`src/rtl/ijap_pkg.sv`:
```
// shared types, codes and the step tables of the joystick/accelerometer poll sequencer
package ijap_pkg;

	// command codes on the input channel
	localparam logic [1:0] CMD_INIT   = 2'd0;
	localparam logic [1:0] CMD_READ   = 2'd1;
	localparam logic [1:0] CMD_STATUS = 2'd2;

	// status codes reported by the bus master
	localparam logic [2:0] MS_IDLE     = 3'd0;
	localparam logic [2:0] MS_RX_READY = 3'd1;
	localparam logic [2:0] MS_TX_READY = 3'd2;
	localparam logic [2:0] MS_ADDR_NAK = 3'd3;
	localparam logic [2:0] MS_DATA_NAK = 3'd4;

	// actions handed to the bus master
	localparam logic [2:0] ACT_NONE    = 3'd0;
	localparam logic [2:0] ACT_START   = 3'd1;
	localparam logic [2:0] ACT_CONT_TX = 3'd2;
	localparam logic [2:0] ACT_CONT_RX = 3'd3;
	localparam logic [2:0] ACT_STOP    = 3'd4;

	localparam logic [6:0] DEV_ADDR_RST = 7'd82;
	localparam logic [4:0] INIT_LEN     = 5'd8;
	localparam logic [4:0] READ_LEN     = 5'd11;
	localparam int unsigned RX_BYTES    = 6;

	typedef enum logic [2:0] {
		OP_START_WR,
		OP_START_RD,
		OP_TX,
		OP_STOP,
		OP_RX
	} seq_op_kind_t;

	typedef struct packed {
		seq_op_kind_t kind;
		logic [7:0]   byte_val;
	} seq_op_t;

	// sequencer control state
	typedef struct packed {
		logic       running;
		logic       read_seq;
		logic [4:0] step;
	} seq_ctl_t;

	// what one step produces
	typedef struct packed {
		logic [2:0] action;
		logic [7:0] tx_byte;
		logic       done;
		logic       success;
		logic       decode;
		logic       rx_we;
		logic [2:0] rx_idx;
	} step_res_t;

	function automatic logic [4:0] seq_len(input logic read_seq);
		seq_len = read_seq ? READ_LEN : INIT_LEN;
	endfunction

	function automatic seq_op_t seq_lookup(input logic read_seq, input logic [4:0] step);
		seq_op_t op;
		op = '{kind: OP_STOP, byte_val: 8'h00};
		if (read_seq) begin
			unique case (step)
				5'd0:    op = '{kind: OP_START_WR, byte_val: 8'h00};
				5'd1:    op = '{kind: OP_TX,       byte_val: 8'h00};
				5'd2:    op = '{kind: OP_STOP,     byte_val: 8'h00};
				5'd3:    op = '{kind: OP_START_RD, byte_val: 8'h00};
				5'd4:    op = '{kind: OP_RX,       byte_val: 8'd0};
				5'd5:    op = '{kind: OP_RX,       byte_val: 8'd1};
				5'd6:    op = '{kind: OP_RX,       byte_val: 8'd2};
				5'd7:    op = '{kind: OP_RX,       byte_val: 8'd3};
				5'd8:    op = '{kind: OP_RX,       byte_val: 8'd4};
				5'd9:    op = '{kind: OP_RX,       byte_val: 8'd5};
				default: op = '{kind: OP_STOP,     byte_val: 8'h00};
			endcase
		end else begin
			unique case (step)
				5'd0:    op = '{kind: OP_START_WR, byte_val: 8'h00};
				5'd1:    op = '{kind: OP_TX,       byte_val: 8'hf0};
				5'd2:    op = '{kind: OP_TX,       byte_val: 8'h55};
				5'd3:    op = '{kind: OP_STOP,     byte_val: 8'h00};
				5'd4:    op = '{kind: OP_START_WR, byte_val: 8'h00};
				5'd5:    op = '{kind: OP_TX,       byte_val: 8'hfb};
				5'd6:    op = '{kind: OP_TX,       byte_val: 8'h00};
				default: op = '{kind: OP_STOP,     byte_val: 8'h00};
			endcase
		end
		return op;
	endfunction

endpackage

```
`src/rtl/ijap_step.sv`:
```
// one poll sequencer step: starts a sequence or checks a status, picks next action
module ijap_step
	import ijap_pkg::*;
(
	input  seq_ctl_t   ctl,
	input  logic [1:0] command,
	input  logic [2:0] master_state,
	input  logic [6:0] device_address,
	output seq_ctl_t   ctl_nxt,
	output step_res_t  res
);

	seq_op_t    op;
	logic [4:0] len;
	logic [4:0] step_inc;
	logic       nack;
	logic       ok;

	assign op       = seq_lookup(ctl.read_seq, ctl.step);
	assign len      = seq_len(ctl.read_seq);
	assign step_inc = ctl.step + 5'd1;
	assign nack     = (master_state == MS_ADDR_NAK) || (master_state == MS_DATA_NAK);

	always_comb begin
		unique case (op.kind) inside
			OP_START_WR, OP_START_RD: ok = (master_state == MS_IDLE);
			OP_TX:                    ok = (master_state == MS_TX_READY);
			default:                  ok = (master_state == MS_RX_READY);
		endcase
	end

	always_comb begin
		ctl_nxt = ctl;
		res     = '0;
		case (command) inside
			CMD_INIT, CMD_READ: begin
				ctl_nxt.running  = 1'b1;
				ctl_nxt.read_seq = command[0];
				ctl_nxt.step     = '0;
			end
			CMD_STATUS: begin
				if (ctl.running) begin
					if (ctl.step >= len) begin
						// stray step count, treat as finished
						ctl_nxt.running = 1'b0;
						ctl_nxt.step    = '0;
					end else if (op.kind == OP_STOP) begin
						res.action   = ACT_STOP;
						ctl_nxt.step = step_inc;
						if (step_inc >= len) begin
							res.done        = 1'b1;
							res.success     = 1'b1;
							res.decode      = ctl.read_seq;
							ctl_nxt.running = 1'b0;
							ctl_nxt.step    = '0;
						end
					end else if (op.kind != OP_RX && nack) begin
						// stop the bus and retry the same step
						res.action = ACT_STOP;
					end else if (!ok) begin
						res.action      = ctl.read_seq ? ACT_STOP : ACT_NONE;
						res.done        = 1'b1;
						ctl_nxt.running = 1'b0;
						ctl_nxt.step    = '0;
					end else begin
						ctl_nxt.step = step_inc;
						case (op.kind)
							OP_START_WR: begin
								res.action  = ACT_START;
								res.tx_byte = {device_address, 1'b0};
							end
							OP_START_RD: begin
								res.action  = ACT_START;
								res.tx_byte = {device_address, 1'b1};
							end
							OP_TX: begin
								res.action  = ACT_CONT_TX;
								res.tx_byte = op.byte_val;
							end
							default: begin
								res.action = ACT_CONT_RX;
								res.rx_we  = 1'b1;
								res.rx_idx = op.byte_val[2:0];
							end
						endcase
					end
				end
			end
			default: ;
		endcase
	end

endmodule

```
`src/rtl/i2c_joystick_accel_poller.sv`:
```
// top level of the joystick/accelerometer poll sequencer
//
// Sits beside an I2C master's command interface. Each input transaction is
// either a begin command (init or read sequence) or a status report from the
// master; each one yields exactly one result transaction carrying the action
// for the master, the byte to load, the done/success flags and, on the item
// that completes a read, the decoded stick, acceleration and button fields.
// The cfg channel writes the seven-bit device address (reset 82); it is
// always ready and should only be written while no transaction is pending.
// A result appears on the clock after its input is
// taken, held in the output register. Throughput is one item per cycle,
// limited by that single output register: in_ready is high while the
// register is empty or being drained in the same cycle, so a stalled
// receiver stalls the input. Reset clears the sequencer to not running,
// empties the output register and restores the address; the six received
// bytes are not cleared and are read only after a read sequence fills them.
module i2c_joystick_accel_poller
	import ijap_pkg::*;
(
	input  logic       clk,
	input  logic       arst_n,
	input  logic       cfg_valid,
	output logic       cfg_ready,
	input  logic [6:0] cfg_data,
	input  logic       in_valid,
	output logic       in_ready,
	input  logic [1:0] command,
	input  logic [2:0] master_state,
	input  logic [7:0] read_byte,
	output logic       out_valid,
	input  logic       out_ready,
	output logic [2:0] action,
	output logic [7:0] tx_byte,
	output logic       done_res,
	output logic       success,
	output logic [7:0] stick_x,
	output logic [7:0] stick_y,
	output logic [9:0] accel_x,
	output logic [9:0] accel_y,
	output logic [9:0] accel_z,
	output logic       button_c,
	output logic       button_z
);

	seq_ctl_t   ctl_q;
	seq_ctl_t   ctl_nxt;
	step_res_t  res;
	logic [6:0] dev_addr_q;
	logic [7:0] rx_bytes_q [RX_BYTES];
	logic       out_valid_q;
	logic       accept;

	assign cfg_ready = 1'b1;
	assign in_ready  = !out_valid_q || out_ready;
	assign accept    = in_valid && in_ready;
	assign out_valid = out_valid_q;

	ijap_step u_step (
		.ctl            (ctl_q),
		.command        (command),
		.master_state   (master_state),
		.device_address (dev_addr_q),
		.ctl_nxt        (ctl_nxt),
		.res            (res)
	);

	always_ff @(posedge clk or negedge arst_n) begin
		if (!arst_n) begin
			ctl_q       <= '0;
			dev_addr_q  <= DEV_ADDR_RST;
			out_valid_q <= 1'b0;
		end else begin
			if (cfg_valid) begin
				dev_addr_q <= cfg_data;
			end
			if (accept) begin
				ctl_q <= ctl_nxt;
			end
			if (accept) begin
				out_valid_q <= 1'b1;
			end else if (out_ready) begin
				out_valid_q <= 1'b0;
			end
		end
	end

	always_ff @(posedge clk) begin
		if (accept && res.rx_we) begin
			rx_bytes_q[res.rx_idx] <= read_byte;
		end
	end

	// result register, decoded fields stay zero unless a read completes
	always_ff @(posedge clk) begin
		if (accept) begin
			action   <= res.action;
			tx_byte  <= res.tx_byte;
			done_res <= res.done;
			success  <= res.success;
			if (res.decode) begin
				stick_x  <= rx_bytes_q[0];
				stick_y  <= rx_bytes_q[1];
				accel_x  <= {rx_bytes_q[2], rx_bytes_q[5][3:2]};
				accel_y  <= {rx_bytes_q[3], rx_bytes_q[5][5:4]};
				accel_z  <= {rx_bytes_q[4], rx_bytes_q[5][7:6]};
				button_c <= rx_bytes_q[5][1];
				button_z <= rx_bytes_q[5][0];
			end else begin
				stick_x  <= '0;
				stick_y  <= '0;
				accel_x  <= '0;
				accel_y  <= '0;
				accel_z  <= '0;
				button_c <= 1'b0;
				button_z <= 1'b0;
			end
		end
	end

endmodule
```
`config.mk`:
```
export PLATFORM = sky130hd
export DESIGN_NAME = i2c_joystick_accel_poller
export DESIGN_NICKNAME = d
export VERILOG_FILES = /design/src/rtl/ijap_pkg.sv /design/src/rtl/ijap_step.sv /design/src/rtl/i2c_joystick_accel_poller.sv
export SDC_FILE = /design/constraint.sdc
export NUM_CORES = 1
export LEC_CHECK = 0
export BUFFER_PORTS_ARGS = -buffer_cell sky130_fd_sc_hd__buf_2
export CORE_MARGIN = 5
export CORE_UTILIZATION = 60
export DETAILED_ROUTE_END_ITERATION = 7
export GPL_TIMING_DRIVEN = 0
export PLACE_DENSITY = 0.85
export SLEW_MARGIN = 20
export SYNTH_ARGS = -nofsm -noshare
export SYNTH_HDL_FRONTEND = slang
export SYNTH_HIERARCHICAL = 1
export SYNTH_SLANG_ARGS = --single-unit
```
`constraint.sdc`:
```
create_clock -name clk -period 9.8 [get_ports clk]
set_input_delay 0.98 -clock clk [delete_from_list [all_inputs] [get_ports clk]]
set_output_delay 0.98 -clock clk [all_outputs]
set_load 0.005 [all_outputs]
```
==> results.json, run 1 <==
{
  "outcome": "finished, final reports clean",
  "ant_nets": 0,
  "placed_area_um2": 5792,
  "leakage_nw": 2.524,
  "grt_pass1_vias": 3164,
  "chipHeight_um": 102.9,
  "rsz0062_at_grt": "no",
  "hp-class": "in -> async",
  "endpoint_kind": "flip-flop",
  "routedWlPerCell_um": 19.13,
  "drive_above_1_share": 0.3513,
  "cts-root-buf": "clkbuf_8",
  "synth_ff_type": "edfxtp_1",
  "utilization": 0.7467,
  "async_flop_share": 0.1210,
  "core-area_um2": 8551,
  "worstMarginPinSlew_ns": 0.9023,
  "avgSynthCellArea_um2": 15.07,
  "maxCapViolations": 0,
  "io_pins": 89,
  "synth-edff-count": 109,
  "clk_pin_slew_ns": 0.06,
  "slew_headroom": 0.3934,
  "vdd_ir_drop_max_uv": 154.8,
  "drcViolationCount": 0,
  "finClkSkew_ns": 0.008367,
  "fin_tns_setup_ns": 0,
  "ctsHoldBuffers": 0,
  "cts_setup_buffers": 0,
  "die_w_um": 102.9,
  "fin_area_um2": 6385,
  "post-dp-hpwl_mm": 6.979,
  "cts-resized-gates": 0,
  "die_area_um2": 10600,
  "holdWs_ns": 0.3568,
  "hold_viol": 0,
  "critPathMaxFanout": 9,
  "fill_cells": 501,
  "synth_fp_nets": 377,
  "firstDrtPassIters": 5,
  "antenna_found_initial": 0,
  "clk_latency_ns": 0.52,
  "worst_setup_path_start_kind": "flip-flop",
  "wirelength_mm": 10.96,
  "start_util": 0.6061,
  "max_freq_mhz": 230.4,
  "syn_to_final_growth_pct": 23.20,
  "final_cell_mix": "109 x edfxtp_1, 90 x buf_2, 51 x and2_1",
  "gp_congestion": 0.9090,
  "synth_seq_cells": 124,
  "drt-initial-drc-count": 177,
  "fin_crit_sh": 0.4430,
  "h-tree-depth": 4,
  "cp.arrival_ns": 4.48,
  "critPathKind": "reg -> reg",
  "via_per_inst": 5.675,
  "syn_area_um2": 5182,
  "yosysUniqueCellTypes": 59,
  "synthCells": 344,
  "grtUsageTotal": 0.2158,
  "grt-ovfl-total": 0,
  "synth_seq_area_share": 0.7047,
  "grt_pass1_wl_mm": 16.70,
  "required_ns": 9.94,
  "synth_warnings": 6,
  "vias": 3252,
  "port_buffers": 86,
  "cts_buffers": 17,
  "rows": 34,
  "powerDensity_nw_per_um2": 210.7,
  "finalMaxSlewViolations": 0,
  "layout_commonest_cell": "edfxtp_1",
  "cts.sinks": 124,
  "setup_viol": 0,
  "post-route-min-period_ns": 4.341,
  "grt_start_max_net_pins": 62,
  "cts_tree": "done",
  "cts_buffer_depth": 2,
  "nets": 484
}
-- final cells by class --
class	instances	area (um^2)	share of cell area
Antenna cell	1	2.502	0.0003919
Buffer	14	83.83	0.01313
Clock buffer	17	414.1	0.06486
Clock inverter	15	162.7	0.02548
Inverter	10	40.04	0.006271
Multi-Input combinational cell	196	1449	0.2269
Sequential cell	124	3652	0.5720
Tap cell	108	135.1	0.02116
Timing Repair Buffer	88	445.4	0.06976
-- final timing paths --
path,slack [ns],startpoint,end,cells past startpoint
setup / recovery,5.46,ctl_q[0]$_DFFE_PN0P_,rx_bytes_q[2][5]$_DFFE_PP_,11
hold / removal,0.36,arst_n,dev_addr_q[0]$_DFFE_PN0P_,1
setup reg to reg,5.46,ctl_q[0]$_DFFE_PN0P_,rx_bytes_q[2][5]$_DFFE_PP_,11
hold reg to reg,0.51,ctl_q[4]$_DFFE_PN0P_,ctl_q[4]$_DFFE_PN0P_,1
max in group asynchronous,9.15,arst_n,dev_addr_q[1]$_DFFE_PN1P_,1
min in group clk,0.51,ctl_q[4]$_DFFE_PN0P_,ctl_q[4]$_DFFE_PN0P_,1
-- state kept, by name, summed over array words and instances (netlist names), 3 cells and up --
signal / count
accel_y: 10
accel_x: 10
rx_bytes_q: 48
tx_byte: 8
dev_addr_q: 7
accel_z: 10
ctl_q: 7
stick_y: 8
action: 3
stick_x: 8
-- where the power goes --
group	switching (mW)	leakage, nW	internal [mW]
Combinational	0.0811	1.03	0.0544
Clock	0.240	0.277	0.366
Sequential	0.00971	1.22	0.594
-- critical path, stage by stage, from the launching register on --
cell	delay, ns
dfrtp_1	0.50
inv_1	0.19
ha_1	0.34
nand2b_1	0.16
a211o_1	0.30
a211o_1	0.28
buf_2	0.16
inv_1	0.18
nand4_1	0.23
nor4_2	0.80
nand2b_1	0.23
nor3_2	0.61
-- kinds of logic (layout without fill, tap and decap cells) --
kind of cell | after synthesis | after routing | share of synthesized area
AO/OA/AOI/OAI | 43 | 43 | 0.05505
adder cells (fa/ha/maj) | 8 | 8 | 0.01932
multiplexers | 18 | 18 | 0.04056
buffers and inverters | 24 | 144 | 0.02342
XOR/XNOR | 3 | 3 | 0.005071
other | 1 | 2 | 0.0007236
AND/OR/NAND/NOR | 123 | 123 | 0.1511
flip-flops | 124 | 124 | 0.7047
-- stage by stage --
stage	power, mW	worst slack [ns]	std cells
floorplan	0.7016	6.209	344
global placement	0.7405	5.394	538
detailed placement	0.7453	5.241	540
CTS	1.352	5.162	572
global route	1.394	5.256	572
finish	1.345	5.459	573
-- synth_stat cells (5+ instances only) --
master,count,share of area
edfxtp_1,109,0.63
inv_1,10,0.0072
nor2_1,11,0.0080
ha_1,8,0.019
nand2_1,16,0.012
nand3_1,7,0.0068
dfrtp_1,12,0.058
a21oi_1,13,0.013
mux2_2,12,0.026
and2_1,51,0.062
o21ai_0,5,0.0048
-- metal layers --
metal / routed length (um) / up-vias / share of wire / track usage
met4: 243 / 0 / 0.022 / 0.09562
met5: 0 / - / 0 / 0
met2: 5609 / 164 / 0.51 / 0.3656
met1: 4115 / 1571 / 0.38 / 0.2572
li1: - / 1494 / - / -
met3: 992 / 23 / 0.091 / 0.06157
(Power assumes the default switching activity.)
==> run 2: changes to the inputs <==
- ABC_AREA: default -> 1
- CORE_UTILIZATION: 60 -> 50
- PLACE_DENSITY: 0.85 -> 0.75
- clock period: 9.8 -> 3.5 ns (I/O delays scaled with it)
==> run 2 against run 1 <==
Worst hold slack got worse by 0.32 ns. Sequential share of layout area fell by 2.1 points. Core utilization fell by 10 points. Highest routed layer unchanged. Fmax rose by 32%. Synthesized area rose by 2.5%.
==> results.json, run 2 <==
{
  "outcome": "finished, final reports clean",
  "endpoint_kind": "flip-flop",
  "die_area_um2": 12790,
  "port_buffers": 86,
  "pwr-share-comb": 0.080,
  "synth_seq_cells": 124,
  "vdd_ir_drop_max_uv": 295.5,
  "avgSynthCellArea_um2": 11.45,
  "final_cell_mix": "111 x nand2_1, 109 x edfxtp_1, 90 x buf_2",
  "reg2reg_slack_ns": 0.21,
  "powerDensity_nw_per_um2": 553.9,
  "synthTopCellsByCount": "111 x nand2_1, 109 x edfxtp_1, 75 x inv_1",
  "hold_start": "cfg_valid",
  "hold_path_end": "dev_addr_q[1]$_DFFE_PN1P_",
  "hp-class": "in -> reg",
  "layout_commonest_cell": "nand2_1",
  "ant_nets": 0,
  "synthTopCellsByArea": "edfxtp_1 62%, nand2_1 7.8%, dfrtp_1 5.7%",
  "setup_viol": 0,
  "syn_to_final_growth_pct": 24.77,
  "fin_tns_setup_ns": 0,
  "cts_buffer_depth": 2,
  "drive_above_1_share": 0.3063,
  "post-synth-top-count-cell": "nand2_1",
  "chipHeight_um": 113.1,
  "p_total_mw": 3.673,
  "via_per_inst": 4.891,
  "max_freq_mhz": 304.2,
  "grt_start_max_net_pins": 62,
  "worst_setup_path_start_kind": "flip-flop",
  "dr_wl_met2_mm": 5.255,
  "r2r-end": "rx_bytes_q[3][3]$_DFFE_PP_",
  "drt-initial-drc-count": 200,
  "fill_cells": 754,
  "antenna_cells": 0,
  "grt_pass1_vias": 3488,
  "die_w_um": 113.1,
  "clk_pin_slew_ns": 0.06,
  "synth-edff-count": 109,
  "syn_area_um2": 5314,
  "cts_buffers": 17,
  "rsz0062_at_grt": "no",
  "grt-ovfl-total": 0,
  "antenna_found_initial": 0,
  "firstDrtPassIters": 5,
  "slew_headroom": 0.5145,
  "setup_ws_ns": 0.2126,
  "yosysUniqueCellTypes": 37,
  "post-dp-hpwl_mm": 7.066,
  "synth_ff_type": "edfxtp_1",
  "wl_met1_mm": 4.362,
  "fin_crit_sh": 0.9392,
  "post-place-ws_ns": -0.08904,
  "cts.sinks": 124,
  "async_flop_share": 0.1210,
  "synth_fp_nets": 497,
  "synth_seq_area_share": 0.6873,
  "worstMarginPinSlew_ns": 0.7282,
  "hold_viol": 0,
  "seq_power_share": 0.460,
  "critPathMaxFanout": 8,
  "required_ns": 3.69,
  "clock_power_share": 0.460,
  "p_int_mw": 2.743,
  "rows": 37,
  "finClkSkew_ns": 0.01127,
  "yosys.area.top_type": "edfxtp_1",
  "critPathKind": "reg -> reg",
  "synth_warnings": 6,
  "cts_tree": "done",
  "whs_path_depth": 2,
  "maxCapViolations": 0,
  "synth_top_area_frac": 0.6160,
  "routedWlPerCell_um": 14.58,
  "leakage_nw": 3.051,
  "cts-root-buf": "clkbuf_8",
  "synthCells": 464,
  "regToRegStartpoint": "ctl_q[0]$_DFFE_PN0P_",
  "start_util": 0.5147,
  "gp_congestion": 0.8222,
  "post-route-min-period_ns": 3.287,
  "vias": 3556,
  "cp.arrival_ns": 3.48,
  "ff2ff_path_depth": 16,
  "largest_reg_flops": 48,
  "nets": 611,
  "grtUsageTotal": 0.1729,
  "top_register": "rx_bytes_q",
  "core-area_um2": 10320,
  "dr.max_layer_used": "met4",
  "utilization": 0.6422,
  "grt_pass1_wl_mm": 17.02,
  "drcViolationCount": 0,
  "wirelength_mm": 10.60,
  "wl_met3_um": 847,
  "swShare": 0.2531,
  "h-tree-depth": 4,
  "finalMaxSlewViolations": 0,
  "power.switching_uw": 929.4,
  "io_pins": 89,
  "clk_latency_ns": 0.52
}
## run 2: cell count changes in the layout (fill, tap and decap cells not counted), sizes merged, moves of 5 or more
cell	previous run	this run
a21oi	13	24
and2	51	0
buf	98	105
inv	16	93
mux2	15	0
nand2	17	120
nand2b	5	0
nand3	7	29
nor2	11	30
nor4	5	0
o21ai	6	15
## run 2: what timing repair did
action                     in CTS  in global routing
resized for setup               6                  9
hold endpoints to repair       14                  0
gates cloned                    0                  0
pin swaps                       0                  5
hold buffers                    1                  0
setup endpoints to repair      40                 48
buffers inserted                0                  8
## run 2: logic make-up (layout without fill, tap and decap cells)
kind of cell    count (synthesis)  in the layout  share of synthesized area
simple gates                  187            187                     0.1639
flops                         124            124                     0.6873
xor+xnor                        3              3                   0.004946
buf+inv                        96            223                    0.07605
compound gates                 45             45                    0.04827
other cells                     1              1                  0.0007057
fa+ha+maj                       8              8                    0.01884
## run 2: routing by layer
| layer | track usage | vias to the layer above |
|---|---|---|
| li1 | - | 1756 |
| met1 | 0.2102 | 1628 |
| met2 | 0.2934 | 154 |
| met3 | 0.05294 | 18 |
| met4 | 0.06010 | 0 |
| met5 | 0 | - |
## run 2: per-stage QoR
stage / cells / cell area (um^2) / hold WS [ns]
finish: 727 / 6630 / 0.03198
global route: 727 / 6630 / 0.02972
CTS: 719 / 6524 / 0.02235
detailed placement: 686 / 5917 / 0.2658
global placement: 686 / 5914 / 0.2618
floorplan: 464 / 5314 / 0.05441
## run 2: layout make-up
type	count	area [um^2]	area share
plain buffers	11	83.83	0.01264
clock buffers	17	414.1	0.06246
clock inverters	15	167.7	0.02529
inverters	85	322.8	0.04869
multi-input cells	244	1319	0.1989
flip-flops and latches	124	3652	0.5509
well taps	136	170.2	0.02567
repair buffers	95	500.5	0.07549
## run 2: power groups by stage
stage / clock network, mW / registers, mW / logic [mW]
after floorplan: 0 / 1.72 / 0.178
after global placement: 0 / 1.72 / 0.279
after detailed placement: 0 / 1.72 / 0.288
after CTS: 1.72 / 1.69 / 0.293
after global routing: 1.79 / 1.69 / 0.328
final: 1.69 / 1.69 / 0.293
## run 2: worst max-delay path: stages, from the launching register on
cell	delay [ns]
dfrtp_1	0.48
inv_1	0.23
ha_1	0.18
inv_1	0.04
nor2_1	0.14
nand2_1	0.16
nand2_4	0.13
nor2_1	0.06
nor2_2	0.16
nand2_1	0.07
nand2_1	0.06
nand3_1	0.16
nand2_4	0.17
nand3_1	0.19
a21oi_2	0.28
nand3_1	0.17
nor2_4	0.27
## run 2: worst max-delay path by stage
stage                               startpoint                    endpoint  slack (ns)
after floorplan           ctl_q[0]$_DFFE_PN0P_  rx_bytes_q[1][0]$_DFFE_PP_        0.55
after global placement    ctl_q[0]$_DFFE_PN0P_  rx_bytes_q[4][4]$_DFFE_PP_       -0.02
after detailed placement  ctl_q[0]$_DFFE_PN0P_  rx_bytes_q[4][2]$_DFFE_PP_       -0.09
after CTS                 ctl_q[0]$_DFFE_PN0P_  rx_bytes_q[5][3]$_DFFE_PP_        0.07
after global routing      ctl_q[0]$_DFFE_PN0P_  rx_bytes_q[0][1]$_DFFE_PP_       0.007
final                     ctl_q[0]$_DFFE_PN0P_  rx_bytes_q[3][3]$_DFFE_PP_        0.21
==> run 3: changes to the inputs <==
- CORE_MARGIN: 5 -> default
- SKIP_LAST_GASP: default -> 1
==> run 3 against run 2 <==
Via count rose by 0.22%. Core utilization fell by 0.38 points. Worst setup slack got worse by 0.060 ns. Count of clock-buffer cells in the layout did not move. Sequential cell count did not move. Critical path type unchanged. Cell area fell by 0.59%.
==> results.json, run 3 (synthesis results as in run 2) <==
{
  "outcome": "finished, final reports clean",
  "slew_headroom": 0.4965,
  "powerDensity_nw_per_um2": 556.5,
  "reg2reg_slack_ns": 0.15,
  "nets": 607,
  "leakage_nw": 3.025,
  "chipHeight_um": 105.1,
  "seq_power_share": 0.461,
  "finalMaxSlewViolations": 0,
  "ff2ff_path_depth": 17,
  "drcViolationCount": 0,
  "pwr-share-comb": 0.079,
  "cts_tree": "done",
  "r2r-end": "rx_bytes_q[4][6]$_DFFE_PP_",
  "die_w_um": 105.1,
  "rows": 37,
  "max_freq_mhz": 298.8,
  "post-dp-hpwl_mm": 6.872,
  "post-route-min-period_ns": 3.347,
  "routedWlPerCell_um": 14.22,
  "h-tree-depth": 4,
  "utilization": 0.6385,
  "grt_pass1_vias": 3335,
  "vdd_ir_drop_max_uv": 322.0,
  "rsz0062_at_grt": "yes",
  "vias": 3564,
  "start_util": 0.5147,
  "critPathMaxFanout": 8,
  "hold_path_end": "dev_addr_q[6]$_DFFE_PN1P_",
  "fin_tns_setup_ns": 0,
  "grt_start_max_net_pins": 62,
  "cp_cell_sequence": "inv_1 -> ha_1 -> inv_1 -> nor2_1 -> nand2_1 -> nand2_4 -> nor2_1 -> nor2_2 -> nand2_1 -> nand2_1 -> nand3_1 -> nand2_4 -> nand3_1 -> inv_1 -> nand3_2 -> nor2_4 -> buf_4",
  "post-place-ws_ns": -0.1591,
  "cts-root-buf": "clkbuf_8",
  "cts_buffers": 17,
  "clk_latency_ns": 0.52,
  "finClkSkew_ns": 0.007520,
  "antenna_cells": 0,
  "regToRegStartpoint": "ctl_q[0]$_DFFE_PN0P_",
  "worst_setup_path_start_kind": "flip-flop",
  "fin_crit_sh": 0.9563,
  "top_register": "rx_bytes_q",
  "drive_above_1_share": 0.3015,
  "io_pins": 89,
  "hp-class": "in -> reg",
  "firstDrtPassIters": 5,
  "gp_congestion": 0.8765,
  "p_int_mw": 2.741,
  "cpMaxStageDelayCell": "dfrtp_1",
  "grtUsageTotal": 0.1968,
  "power.switching_uw": 926.5,
  "endpoint_kind": "flip-flop",
  "syn_to_final_growth_pct": 24.04,
  "hold_start": "cfg_valid",
  "wirelength_mm": 10.28,
  "cp.arrival_ns": 3.58,
  "critPathKind": "reg -> reg",
  "layout_commonest_cell": "nand2_1",
  "via_per_inst": 4.929,
  "setup_viol": 0,
  "port_buffers": 86,
  "antenna_found_initial": 0,
  "hold_viol": 0,
  "cts.sinks": 124,
  "setup_ws_ns": 0.1528,
  "largest_reg_flops": 48,
  "required_ns": 3.73,
  "maxCapViolations": 0,
  "clk_pin_slew_ns": 0.06,
  "grt_pass1_wl_mm": 16.14,
  "whs_path_depth": 2,
  "ant_nets": 0,
  "swShare": 0.2526,
  "max_stage_delay_ns": 0.48,
  "grt-ovfl-total": 0,
  "worstMarginPinSlew_ns": 0.7552,
  "core-area_um2": 10320,
  "drt-initial-drc-count": 202,
  "cts_buffer_depth": 2,
  "clock_power_share": 0.460,
  "final_cell_mix": "111 x nand2_1, 109 x edfxtp_1, 90 x buf_2",
  "die_area_um2": 11040
}
[run 3: cell count changes in the layout (fill, tap and decap cells not counted), sizes merged]
cell / change
buf: -4
clkinvlp: +1
clkinv: -1
[run 3: metrics by stage]
step           power [mW]  cells  instance area, um^2  hold WS (ns)
2_1_floorplan       1.900    464                 5314       0.05441
6_report            3.668    723                 6591       0.03625
3_3_place_gp        1.998    686                 5914        0.2642
4_1_cts             3.694    719                 6523       0.02195
3_5_place_dp        2.008    686                 5917        0.2715
5_1_grt             3.804    723                 6591       0.02523
[run 3: area by class of cell]
type,count,area (um^2)
repair buffers,91,470.5
clock buffers,17,414.1
well taps,136,170.2
inverters,85,322.8
plain buffers,11,83.83
clock inverters,15,166.4
multi-input cells,244,1311
flip-flops and latches,124,3652
fillers,764,3732
[run 3: worst max-delay path by stage]
stage / start / cells past startpoint / endpoint / slack (ns)
6_report: ctl_q[0]$_DFFE_PN0P_ / 17 / rx_bytes_q[4][6]$_DFFE_PP_ / 0.15
3_5_place_dp: ctl_q[0]$_DFFE_PN0P_ / 16 / rx_bytes_q[4][2]$_DFFE_PP_ / -0.16
4_1_cts: ctl_q[0]$_DFFE_PN0P_ / 16 / rx_bytes_q[4][3]$_DFFE_PP_ / 0.07
3_3_place_gp: ctl_q[0]$_DFFE_PN0P_ / 12 / rx_bytes_q[4][3]$_DFFE_PP_ / -0.02
5_1_grt: ctl_q[0]$_DFFE_PN0P_ / 16 / rx_bytes_q[2][3]$_DFFE_PP_ / -0.05
2_1_floorplan: ctl_q[0]$_DFFE_PN0P_ / 12 / rx_bytes_q[1][0]$_DFFE_PP_ / 0.55
[run 3: power groups by stage]
stage               clock (mW)  sequential (mW)  combinational (mW)
global route              1.79             1.69               0.321
CTS                       1.71             1.69               0.291
floorplan                    0             1.72               0.178
global placement             0             1.72               0.277
detailed placement           0             1.72               0.288
finish                    1.69             1.69               0.290
[run 3: critical path, delay by kind of cell, from the launching register on]
kind,cells,cell delay (ns)
buffers and inverters,4,0.58
adder cells (fa/ha/maj),1,0.18
flip-flops,1,0.48
AND/OR/NAND/NOR,12,1.79
[run 3: what timing repair did]
item                                    in CTS  in global routing
setup buffers                                0                  4
endpoints found under the hold margin       12                  0
hold buffers                                 1                  0
pin swaps                                    0                  1
gates resized for setup                      6                  8
endpoints found under the setup margin      48                 48
[run 3: metal layers]
metal / up-vias / routed length [um] / global-route usage
met4: 0 / 148 / 0.06640
li1: 1748 / - / -
met2: 145 / 5219 / 0.3307
met3: 14 / 687 / 0.06238
met1: 1657 / 4224 / 0.2406
met5: - / 0 / 0
